===== config.mk =====
export PLATFORM = sky130hd
export DESIGN_NAME = hex_record_loader_top_flat
export DESIGN_NICKNAME = d
export VERILOG_FILES = /design/src/hdl/hrl_pkg.sv /design/src/hdl/hrl_ch_if.sv /design/src/hdl/hrl_res_if.sv /design/src/hdl/hrl_parse.sv /design/src/hdl/hrl_out_reg.sv /design/src/hdl/hex_record_loader_top.sv /design/src/flat_wrapper.sv
export SDC_FILE = /design/constraint.sdc
export NUM_CORES = 1
export LEC_CHECK = 0
export ABC_AREA = 1
export BUFFER_PORTS_ARGS = -buffer_cell sky130_fd_sc_hd__buf_2
export CAP_MARGIN = 25
export CELL_PAD_IN_SITES_DETAIL_PLACEMENT = 0
export CELL_PAD_IN_SITES_GLOBAL_PLACEMENT = 2
export CORE_MARGIN = 3
export CORE_UTILIZATION = 35
export CTS_CLUSTER_DIAMETER = 150
export DETAILED_ROUTE_END_ITERATION = 12
export PLACE_DENSITY_LB_ADDON = 0.1
export SLEW_MARGIN = 20
export SYNTH_ARGS = -nofsm -noshare
export SYNTH_HDL_FRONTEND = slang
export SYNTH_SLANG_ARGS = --single-unit

===== constraint.sdc =====
create_clock -name clk -period 4.7 [get_ports clk]
set_input_delay 0.235 -clock clk [delete_from_list [all_inputs] [get_ports clk]]
set_output_delay 0.235 -clock clk [all_outputs]
set_load 0.02 [all_outputs]

===== src/hdl/hrl_pkg.sv =====
// Shared types, constants and helpers for the hex record loader.
`default_nettype none

package hrl_pkg;

  localparam logic [7:0]  CH_NEWLINE      = 8'h0A;
  localparam logic [7:0]  REC_DATA        = 8'h00;
  localparam logic [7:0]  REC_EOF         = 8'h01;
  localparam logic [9:0]  POS_MAX         = 10'd1023;
  localparam logic [9:0]  POS_DATA        = 10'd9;
  localparam logic [15:0] WINDOW_BASE_RST = 16'd16384;
  localparam logic [16:0] WINDOW_SIZE     = 17'd32768;

  localparam logic KIND_WRITE = 1'b0;
  localparam logic KIND_EOF   = 1'b1;

  typedef struct packed {
    logic        valid;
    logic        kind;
    logic [15:0] address;
    logic [7:0]  data;
    logic        in_window;
  } res_t;

  // Uppercase hex digit value; anything else decodes as zero.
  function automatic logic [3:0] hex_digit(input logic [7:0] c);
    logic [3:0] v;
    v = 4'd0;
    if (c >= 8'h30 && c <= 8'h39) begin
      v = c[3:0];
    end else if (c >= 8'h41 && c <= 8'h46) begin
      v = c[3:0] + 4'd9;
    end
    return v;
  endfunction

endpackage

`default_nettype wire


===== src/hdl/hrl_ch_if.sv =====
// Character channel: valid/ready handshake carrying one text character.
`default_nettype none

interface hrl_ch_if;
  logic       valid;
  logic       ready;
  logic [7:0] ch;

  modport source (output valid, output ch, input ready);
  modport sink   (input valid, input ch, output ready);
endinterface

`default_nettype wire


===== src/hdl/hrl_res_if.sv =====
// Result channel: valid/ready handshake carrying one loader result.
`default_nettype none

interface hrl_res_if;
  logic        valid;
  logic        ready;
  logic        kind;
  logic [15:0] address;
  logic [7:0]  data;
  logic        in_window;

  modport source (output valid, output kind, output address, output data,
                  output in_window, input ready);
  modport sink   (input valid, input kind, input address, input data,
                  input in_window, output ready);
endinterface

`default_nettype wire


===== src/hdl/hrl_parse.sv =====
// Record parser: line position, header fields and per-character result decode.
`default_nettype none

module hrl_parse (
  input  wire logic         clk,
  input  wire logic         rst_n,
  input  wire logic         step,
  input  wire logic [7:0]   ch,
  input  wire logic [15:0]  window_base,
  output hrl_pkg::res_t     res,
  output logic              finished
);
  import hrl_pkg::*;

  logic [9:0]  pos_r,  pos_nxt;
  logic [7:0]  len_r,  len_nxt;
  logic [15:0] addr_r, addr_nxt;
  logic [7:0]  type_r, type_nxt;
  logic [3:0]  hi_r,   hi_nxt;
  logic        fin_r,  fin_nxt;

  logic [3:0]  d;
  logic [9:0]  off;
  logic [8:0]  idx;
  logic [15:0] wr_addr;
  logic [16:0] win_top;

  assign d        = hex_digit(ch);
  assign off      = pos_r - POS_DATA;
  assign idx      = off[9:1];
  assign wr_addr  = addr_r + {7'd0, idx};
  assign win_top  = {1'b0, window_base} + WINDOW_SIZE;
  assign finished = fin_r;

  always_comb begin
    pos_nxt  = pos_r;
    len_nxt  = len_r;
    addr_nxt = addr_r;
    type_nxt = type_r;
    hi_nxt   = hi_r;
    fin_nxt  = fin_r;
    res      = '0;
    if (step && !fin_r) begin
      if (ch == CH_NEWLINE) begin
        pos_nxt  = '0;
        len_nxt  = '0;
        addr_nxt = '0;
        type_nxt = '0;
        hi_nxt   = '0;
      end else begin
        priority if (pos_r == 10'd1 || pos_r == 10'd7) begin
          hi_nxt = d;
        end else if (pos_r == 10'd2) begin
          len_nxt = {hi_r, d};
        end else if (pos_r >= 10'd3 && pos_r <= 10'd6) begin
          addr_nxt = {addr_r[11:0], d};
        end else if (pos_r == 10'd8) begin
          type_nxt = {hi_r, d};
          if ({hi_r, d} == REC_EOF) begin
            fin_nxt   = 1'b1;
            res.valid = 1'b1;
            res.kind  = KIND_EOF;
          end
        end else if (pos_r >= POS_DATA) begin
          if (!off[0]) begin
            hi_nxt = d;
          end else if (type_r == REC_DATA && idx < {1'b0, len_r}) begin
            // second digit of a byte inside the declared length: emit the write
            res.valid     = 1'b1;
            res.kind      = KIND_WRITE;
            res.address   = wr_addr;
            res.data      = {hi_r, d};
            res.in_window = (wr_addr >= window_base) &&
                            ({1'b0, wr_addr} < win_top);
          end
        end else begin
          // start-code position: skip
        end
        if (pos_r != POS_MAX) begin
          pos_nxt = pos_r + 10'd1;
        end
      end
    end
  end

  always_ff @(posedge clk) begin
    if (!rst_n) begin
      pos_r  <= '0;
      len_r  <= '0;
      addr_r <= '0;
      type_r <= '0;
      hi_r   <= '0;
      fin_r  <= 1'b0;
    end else begin
      pos_r  <= pos_nxt;
      len_r  <= len_nxt;
      addr_r <= addr_nxt;
      type_r <= type_nxt;
      hi_r   <= hi_nxt;
      fin_r  <= fin_nxt;
    end
  end

endmodule

`default_nettype wire


===== src/hdl/hrl_out_reg.sv =====
// Result register driving the output channel.
`default_nettype none

module hrl_out_reg (
  input  wire logic       clk,
  input  wire logic       rst_n,
  input  wire hrl_pkg::res_t res,
  output logic            can_load,
  hrl_res_if.source       out_res
);
  import hrl_pkg::*;

  logic        valid_r, valid_nxt;
  logic        kind_r;
  logic [15:0] address_r;
  logic [7:0]  data_r;
  logic        in_window_r;
  logic        load;

  assign can_load = !valid_r || out_res.ready;
  assign load     = can_load && res.valid;

  always_comb begin
    valid_nxt = valid_r;
    if (load) begin
      valid_nxt = 1'b1;
    end else if (out_res.ready) begin
      valid_nxt = 1'b0;
    end
  end

  always_ff @(posedge clk) begin
    if (!rst_n) begin
      valid_r <= 1'b0;
    end else begin
      valid_r <= valid_nxt;
    end
  end

  // payload needs no reset
  always_ff @(posedge clk) begin
    if (load) begin
      kind_r      <= res.kind;
      address_r   <= res.address;
      data_r      <= res.data;
      in_window_r <= res.in_window;
    end
  end

  assign out_res.valid     = valid_r;
  assign out_res.kind      = kind_r;
  assign out_res.address   = address_r;
  assign out_res.data      = data_r;
  assign out_res.in_window = in_window_r;

endmodule

`default_nettype wire


===== src/hdl/hex_record_loader_top.sv =====
// Top level of the hex record loader: input register, parser and result register.
`default_nettype none

// Streams hex-record text one character per transaction and emits one memory
// write per data byte of a type 0 record, or one end result for a type 1 record,
// after which all input is swallowed without result. A character is held in the
// input register and decoded into the result register once that register can
// load, so a result is offered after its character has passed through both
// registers. One character is accepted every cycle while the result side
// keeps up; in_ch.ready follows out_res.ready combinationally through the result
// register. Write window_base over cfg_we/cfg_wdata only while the block is idle.

module hex_record_loader_top (
  input  wire logic        clk,
  input  wire logic        rst_n,
  hrl_ch_if.sink           in_ch,
  hrl_res_if.source        out_res,
  input  wire logic        cfg_we,
  input  wire logic [15:0] cfg_wdata
);
  import hrl_pkg::*;

  logic        s0_valid_r, s0_valid_nxt;
  logic [7:0]  s0_ch_r;
  logic [15:0] window_base_r;
  logic        can_load;
  logic        step;
  logic        finished;
  res_t        res;

  assign step        = s0_valid_r && can_load;
  assign in_ch.ready = !s0_valid_r || step;

  always_comb begin
    s0_valid_nxt = s0_valid_r;
    if (in_ch.valid && in_ch.ready) begin
      s0_valid_nxt = 1'b1;
    end else if (step) begin
      s0_valid_nxt = 1'b0;
    end
  end

  always_ff @(posedge clk) begin
    if (!rst_n) begin
      s0_valid_r    <= 1'b0;
      window_base_r <= WINDOW_BASE_RST;
    end else begin
      s0_valid_r <= s0_valid_nxt;
      if (cfg_we) begin
        window_base_r <= cfg_wdata;
      end
    end
  end

  always_ff @(posedge clk) begin
    if (in_ch.valid && in_ch.ready) begin
      s0_ch_r <= in_ch.ch;
    end
  end

  hrl_parse u_parse (
    .clk         (clk),
    .rst_n       (rst_n),
    .step        (step),
    .ch          (s0_ch_r),
    .window_base (window_base_r),
    .res         (res),
    .finished    (finished)
  );

  hrl_out_reg u_out (
    .clk      (clk),
    .rst_n    (rst_n),
    .res      (res),
    .can_load (can_load),
    .out_res  (out_res)
  );

  // once the end record is seen, no further result is produced
  a_no_res_after_eof: assert property (@(posedge clk) disable iff (!rst_n)
    finished |-> !res.valid)
    else $error("result produced after end record");

  // input stalls only when a character is held and cannot advance
  a_stall_cause: assert property (@(posedge clk) disable iff (!rst_n)
    !in_ch.ready |-> (s0_valid_r && !can_load))
    else $error("input stalled without cause");

  // end result carries zero fields
  a_eof_fields: assert property (@(posedge clk) disable iff (!rst_n)
    (out_res.valid && out_res.kind == KIND_EOF) |->
      (out_res.address == 16'd0 && out_res.data == 8'd0 && !out_res.in_window))
    else $error("end result with non-zero fields");

  // an end result being issued sets the finished flag on the next edge
  a_eof_sets_fin: assert property (@(posedge clk) disable iff (!rst_n)
    (res.valid && res.kind == KIND_EOF) |=> finished)
    else $error("finished flag not set after end record");

endmodule

`default_nettype wire

===== src/flat_wrapper.sv =====
// flat-port wrapper written by rule: the top's interface ports become plain ports
module hex_record_loader_top_flat import hrl_pkg::*;
  (clk, rst_n, cfg_we, cfg_wdata, in_ch_valid, in_ch_ch, in_ch_ready, out_res_valid, out_res_kind, out_res_address, out_res_data, out_res_in_window, out_res_ready);
  hrl_ch_if in_ch_i ();
  hrl_res_if out_res_i ();
  input  wire logic clk;
  input  wire logic rst_n;
  input  wire logic cfg_we;
  input  wire logic [15:0] cfg_wdata;
  input wire logic [$bits(in_ch_i.valid)-1:0] in_ch_valid;
  input wire logic [$bits(in_ch_i.ch)-1:0] in_ch_ch;
  output wire logic [$bits(in_ch_i.ready)-1:0] in_ch_ready;
  output wire logic [$bits(out_res_i.valid)-1:0] out_res_valid;
  output wire logic [$bits(out_res_i.kind)-1:0] out_res_kind;
  output wire logic [$bits(out_res_i.address)-1:0] out_res_address;
  output wire logic [$bits(out_res_i.data)-1:0] out_res_data;
  output wire logic [$bits(out_res_i.in_window)-1:0] out_res_in_window;
  input wire logic [$bits(out_res_i.ready)-1:0] out_res_ready;
  assign in_ch_i.valid = in_ch_valid;
  assign in_ch_i.ch = in_ch_ch;
  assign in_ch_ready = in_ch_i.ready;
  assign out_res_valid = out_res_i.valid;
  assign out_res_kind = out_res_i.kind;
  assign out_res_address = out_res_i.address;
  assign out_res_data = out_res_i.data;
  assign out_res_in_window = out_res_i.in_window;
  assign out_res_i.ready = out_res_ready;
  hex_record_loader_top u_core (.clk(clk), .rst_n(rst_n), .in_ch(in_ch_i), .out_res(out_res_i), .cfg_we(cfg_we), .cfg_wdata(cfg_wdata));
endmodule

==> out/qor.txt, run 1 <==
vias -> 4903
Core Footprint -> 16000 um^2
GRT overflow -> 0
all-layer global routing usage -> 0.169
Synth top area share -> 0.226
Setup WS pre-CTS -> 0.509 ns
crit path kind -> flop to flop
Yosys top cell by area -> dfxtp_1
number of max-cap violations -> 0
number of flops mapped to enable cells by yosys -> 34
Post-synth top cells -> nand2_1 (136), inv_1 (106), nor2_1 (92)
Worst-path clk slew -> 0.07 ns
Rows -> 46
clock tree buffer depth -> 2
drt first pass iters -> 4
Clock Latency Late Sink -> 0.35 ns
number of setup buffers added after CTS -> 0
Synth Flop Type -> dfxtp_1
I/O pin total -> 57
layout cell share with drive strength beyond 1 -> 0.125
final hold violations -> 0
CTS tree -> built
Syn Inst Count -> 744
Clock Skews -> 0.00670 ns
DRC viols -> 0
DIE AREA -> 18000 um^2
die width -> 134 um
endpoints failing setup -> 0
Final nets -> 869
cts hold-fix bufs -> 0
most frequent cell after synthesis -> nand2_1
initial antenna violation count -> 0
Placed Area -> 6220 um^2
arrival time at the worst endpoint -> 4.43 ns
Wirelength per Cell -> 14.5 um
CTS H-tree lvls -> 3
routed wire length -> 14700 um
setup ws final -> 0.469 ns
slew margin rel. -> 0.520
Finished Layout Cells -> 1018
Yosys cell types -> 49
Fmax -> 0.236 GHz
RSZ-0062 raised after global routing -> false
Die Y -> 134 um
Yosys Warn Count -> 0
RePlAce Congestion -> 0.835
vias in the first global route -> 4792
Avg Cell Area, Syn -> 7.73 um^2
largest net degree at the start of global routing -> 35
CP Launch Type -> flop
fin crit share -> 0.900
antenna diode count -> 0
synth top area cells -> dfxtp_1 (23%), edfxtp_1 (18%), ha_1 (9.1%)
type of the tightest min-delay check -> primary input to flop
first-pass GRT wire length -> 24100 um
post-route cell area -> 6510 um^2
CP Max Fanout -> 10
FFs w/ async S/R, synth -> 0
Vias/cell -> 4.82
register area share after synthesis -> 0.404
Synth Cell Area -> 5750 um^2
VDD IR-drop max -> 0.164 mV
fillcell total -> 1724
DR iter-0 viols -> 194
detailed placement HPWL -> 11500 um
ANT nets after route -> 0
area growth from synthesis to layout -> 13.2%
worst slew pin tran -> 0.720 ns
setup_tns -> 0 ns
CTS root buf -> clkbuf_16
clock sink total -> 99
max-slew violations -> 0
Post-CTS Resized -> 0
status -> finished clean
PwrDens -> 278 nW/um^2
syn nets -> 816
placed cell count -> 1002
Starting Density -> 0.360
post-layout minimum cycle time -> 4.23 ns
Leakage -> 2.77 nW
CP endpoint kind -> flop
Port Buffer Count -> 56
Synth Register Bits -> 99
Inserted Clock Buffers -> 9
CP required -> 4.90 ns
-- worst max-delay path: stages (launching register included) --
cell,delay (ns)
dfxtp_1,0.42
clkinv_1,0.29
ha_1,0.32
nand2_1,0.10
nand2_1,0.10
nand3_1,0.11
xor2_1,0.26
ha_1,0.31
inv_1,0.09
o21ai_0,0.14
a21boi_0,0.20
nand3_1,0.14
and2_1,0.17
or2_2,0.26
nand2_1,0.07
inv_1,0.05
ha_1,0.30
nand2_1,0.07
nor2_1,0.14
nand2_1,0.09
nor4_1,0.17
nor3_1,0.08
nor3_1,0.17
-- area by class of cell --
class / count / area [um^2] / area share
multi-input combinational: 518 / 2910 / 0.446
sequential: 99 / 2320 / 0.357
inverter: 111 / 422 / 0.0648
timing repair buffer: 58 / 295 / 0.0453
tap: 216 / 270 / 0.0415
clock buffer: 9 / 225 / 0.0346
clock inverter: 7 / 70.1 / 0.0108
-- kinds of logic (layout without fill, tap and decap cells) --
kind of cell / Yosys count / after routing / share of synthesized area
AOI/OAI and AO/OA: 144 / 144 / 0.144
and+or+nand+nor: 312 / 312 / 0.237
adders and majority gates: 43 / 43 / 0.0948
DFF: 99 / 99 / 0.404
buffers and inverters: 127 / 185 / 0.0911
xor gates and xnor gates: 19 / 19 / 0.0289
-- cell usage in the layout (no fill, tap or decap), types with 3 or more instances in the layout --
cell,n
nand3_1,40
clkbuf_16,9
a21oi_1,72
xnor2_1,3
nor3_1,14
xor2_1,16
a21oi_2,5
ha_1,42
nor2_2,3
nand2_1,136
nand3_2,3
a211oi_1,4
buf_2,56
o21ai_0,43
nor2_1,92
edfxtp_1,34
nand4_1,9
dfxtp_1,65
inv_1,106
o21bai_1,3
-- per-stage QoR --
stage	utilization	hold WS (ns)	total power, mW
3_5_place_dp	0.388	0.413	1.09
6_report	0.407	0.0521	1.81
2_1_floorplan	-	0.334	1.04
3_3_place_gp	0.388	0.411	1.09
4_1_cts	0.407	0.0370	1.84
5_1_grt	0.407	0.0402	1.90
-- flip-flops by register name (all words and copies together), names as in the netlist --
| register | flops |
|---|---|
| u_core.s0_valid_r | 1 |
| u_core.u_out.out_res.valid | 1 |
| u_core.u_parse.hi_r | 4 |
| u_core.u_parse.pos_r | 10 |
| u_core.u_parse.addr_r | 16 |
| u_core.u_out.out_res.data | 8 |
| u_core.u_out.out_res.kind | 1 |
| u_core.u_parse.finished | 1 |
| u_core.window_base_r | 16 |
| u_core.s0_ch_r | 8 |
| u_core.u_out.out_res.in_window | 1 |
| u_core.u_parse.type_r | 8 |
| u_core.u_parse.len_r | 8 |
| u_core.u_out.out_res.address | 16 |
-- per-layer routing --
layer / GRT usage / share of wire / vias to the layer above
li1: - / - / 2554
met1: 0.208 / 0.46 / 2263
met2: 0.302 / 0.50 / 68
met3: 0.0259 / 0.028 / 18
met4: 0.0554 / 0.018 / 0
met5: 0 / 0 / -
-- path summary, 6_finish.rpt --
path | cells past startpoint | from | endpoint | slack [ns]
worst max register to register | 22 | u_core.u_parse.pos_r[0]$_SDFFE_PN0P_ | u_core.u_out.out_res.in_window$_SDFFCE_PP0P_ | 0.47
worst min register to register | 2 | u_core.u_parse.type_r[6]$_SDFFE_PN0P_ | u_core.u_parse.type_r[6]$_SDFFE_PN0P_ | 0.46
worst max-delay path | 22 | u_core.u_parse.pos_r[0]$_SDFFE_PN0P_ | u_core.u_out.out_res.in_window$_SDFFCE_PP0P_ | 0.47
worst min-delay path | 1 | in_ch_ch[5] | u_core.s0_ch_r[5]$_DFFE_PP_ | 0.05
-- where the power goes --
group | internal [mW] | switching (mW) | leakage, nW | total [mW]
Sequential | 0.897 | 0.0100 | 0.801 | 0.907
Combinational | 0.0589 | 0.106 | 1.82 | 0.165
Clock | 0.375 | 0.364 | 0.147 | 0.740
Total | 1.33 | 0.481 | 2.77 | 1.81
(Power assumes the default switching activity.)
==> run 2, diff against run 1 <==
--- a/config.mk
+++ b/config.mk
@@ -15,6 +15,7 @@
 export CTS_CLUSTER_DIAMETER = 150
 export DETAILED_ROUTE_END_ITERATION = 12
 export PLACE_DENSITY_LB_ADDON = 0.1
+export REMOVE_ABC_BUFFERS = 1
 export SLEW_MARGIN = 20
 export SYNTH_ARGS = -nofsm -noshare
 export SYNTH_HDL_FRONTEND = slang
==> out/qor.txt, run 2 (synthesis gave the netlist of run 1 again) <==
status -> finished clean
clock tree buffer depth -> 2
CTS tree -> built
RePlAce Congestion -> 0.824
Core Util, Final -> 0.407
hold slack -> 0.0498 ns
Wirelength per Cell -> 14.4 um
CP Launch Type -> flop
fin crit share -> 0.896
CP endpoint kind -> flop
CTS H-tree lvls -> 3
Finished Layout Cells -> 1019
Clock Skews -> 0.0108 ns
CP required -> 4.88 ns
Die Y -> 134 um
Global Route met3 Usage -> 0.0315
die width -> 134 um
ANT nets after route -> 0
I/O pin total -> 57
routed wire length -> 14700 um
Starting Density -> 0.360
max-slew violations -> 0
DRC viols -> 0
all-layer global routing usage -> 0.166
largest net degree at the start of global routing -> 35
GRT overflow -> 0
antenna diode count -> 0
VDD IR-drop max -> 0.151 mV
fillcell total -> 1733
Core Footprint -> 16000 um^2
crit path kind -> flop to flop
arrival time at the worst endpoint -> 4.39 ns
Rows -> 46
detailed placement HPWL -> 11500 um
Fmax -> 0.238 GHz
initial antenna violation count -> 0
layout cell share with drive strength beyond 1 -> 0.126
drt first pass iters -> 4
Inserted Clock Buffers -> 9
final hold violations -> 0
number of setup buffers added after CTS -> 0
CP Max Fanout -> 10
cts hold-fix bufs -> 0
vias -> 4873
vias in the first global route -> 4680
CTS root buf -> clkbuf_16
Final nets -> 870
Port Buffer Count -> 56
setup ws final -> 0.490 ns
area growth from synthesis to layout -> 13.3%
clock sink total -> 99
slew margin rel. -> 0.508
Final Total Pwr -> 1.81 mW
Leakage -> 2.77 nW
setup_tns -> 0 ns
Post-CTS Resized -> 0
DR iter-0 viols -> 200
DIE AREA -> 18000 um^2
Clock Latency Late Sink -> 0.36 ns
Vias/cell -> 4.78
PwrDens -> 278 nW/um^2
grt met2 use -> 0.292
post-route cell area -> 6520 um^2
RSZ-0062 raised after global routing -> false
number of max-cap violations -> 0
met1 GRT Util -> 0.206
placed cell count -> 1003
first-pass GRT wire length -> 23600 um
type of the tightest min-delay check -> primary input to flop
Setup WS pre-CTS -> 0.534 ns
commonest cells after routing, fill and taps aside -> nand2_1 (136), inv_1 (106), nor2_1 (92)
most common cell after layout, fill and taps aside -> nand2_1
endpoints failing setup -> 0
Placed Area -> 6220 um^2
GR peak layer -> met2
Worst-path clk slew -> 0.07 ns
post-layout minimum cycle time -> 4.21 ns
worst slew pin tran -> 0.738 ns
run 2: cell types whose count changed in the layout (fill, tap and decap cells not counted), sizes merged:
cell	delta
clkinv	-1
clkinvlp	+1
buf	+1
run 2: area by class of cell:
type,count,area [um^2],area share
timing repair buffer,59,303,0.0464
clock buffer,9,225,0.0345
multi-input combinational,518,2910,0.446
inverter,111,422,0.0647
sequential,99,2320,0.356
tap,216,270,0.0415
clock inverter,7,70.1,0.0107
run 2: power breakdown:
| group | leakage (nW) | switching (mW) | internal [mW] |
|---|---|---|---|
| Sequential | 0.801 | 0.00967 | 0.897 |
| Combinational | 1.83 | 0.107 | 0.0592 |
| Clock | 0.143 | 0.363 | 0.374 |
run 2: worst paths after layout:
kind	slack (ns)	to	startpoint	cells after the start
worst max register to register	0.49	u_core.u_out.out_res.in_window$_SDFFCE_PP0P_	u_core.u_parse.pos_r[0]$_SDFFE_PN0P_	22
worst max-delay path	0.49	u_core.u_out.out_res.in_window$_SDFFCE_PP0P_	u_core.u_parse.pos_r[0]$_SDFFE_PN0P_	22
worst min register to register	0.46	u_core.u_parse.finished$_SDFFE_PN0P_	u_core.u_parse.finished$_SDFFE_PN0P_	2
worst min-delay path	0.05	u_core.s0_ch_r[1]$_DFFE_PP_	in_ch_ch[1]	1
run 2: metal layers:
metal  up-vias  share of wire
met5         -              0
met4         0          0.016
met2        72           0.49
li1       2543              -
met1      2243           0.46
met3        15          0.036
run 2: worst max-delay path, cell delays in order, from the launching register on:
cell	delay, ns
dfxtp_1	0.41
clkinv_1	0.28
ha_1	0.32
nand2_1	0.10
nand2_1	0.09
nand2_1	0.12
xor2_1	0.23
ha_1	0.33
a21oi_1	0.20
o21ai_0	0.15
nand2_1	0.08
nand3_1	0.09
and2_1	0.16
or2_2	0.26
nand2_1	0.08
inv_1	0.05
ha_1	0.31
nand2_1	0.07
nor2_1	0.14
nand2_1	0.09
nor4_1	0.18
nor3_1	0.08
nor3_1	0.21
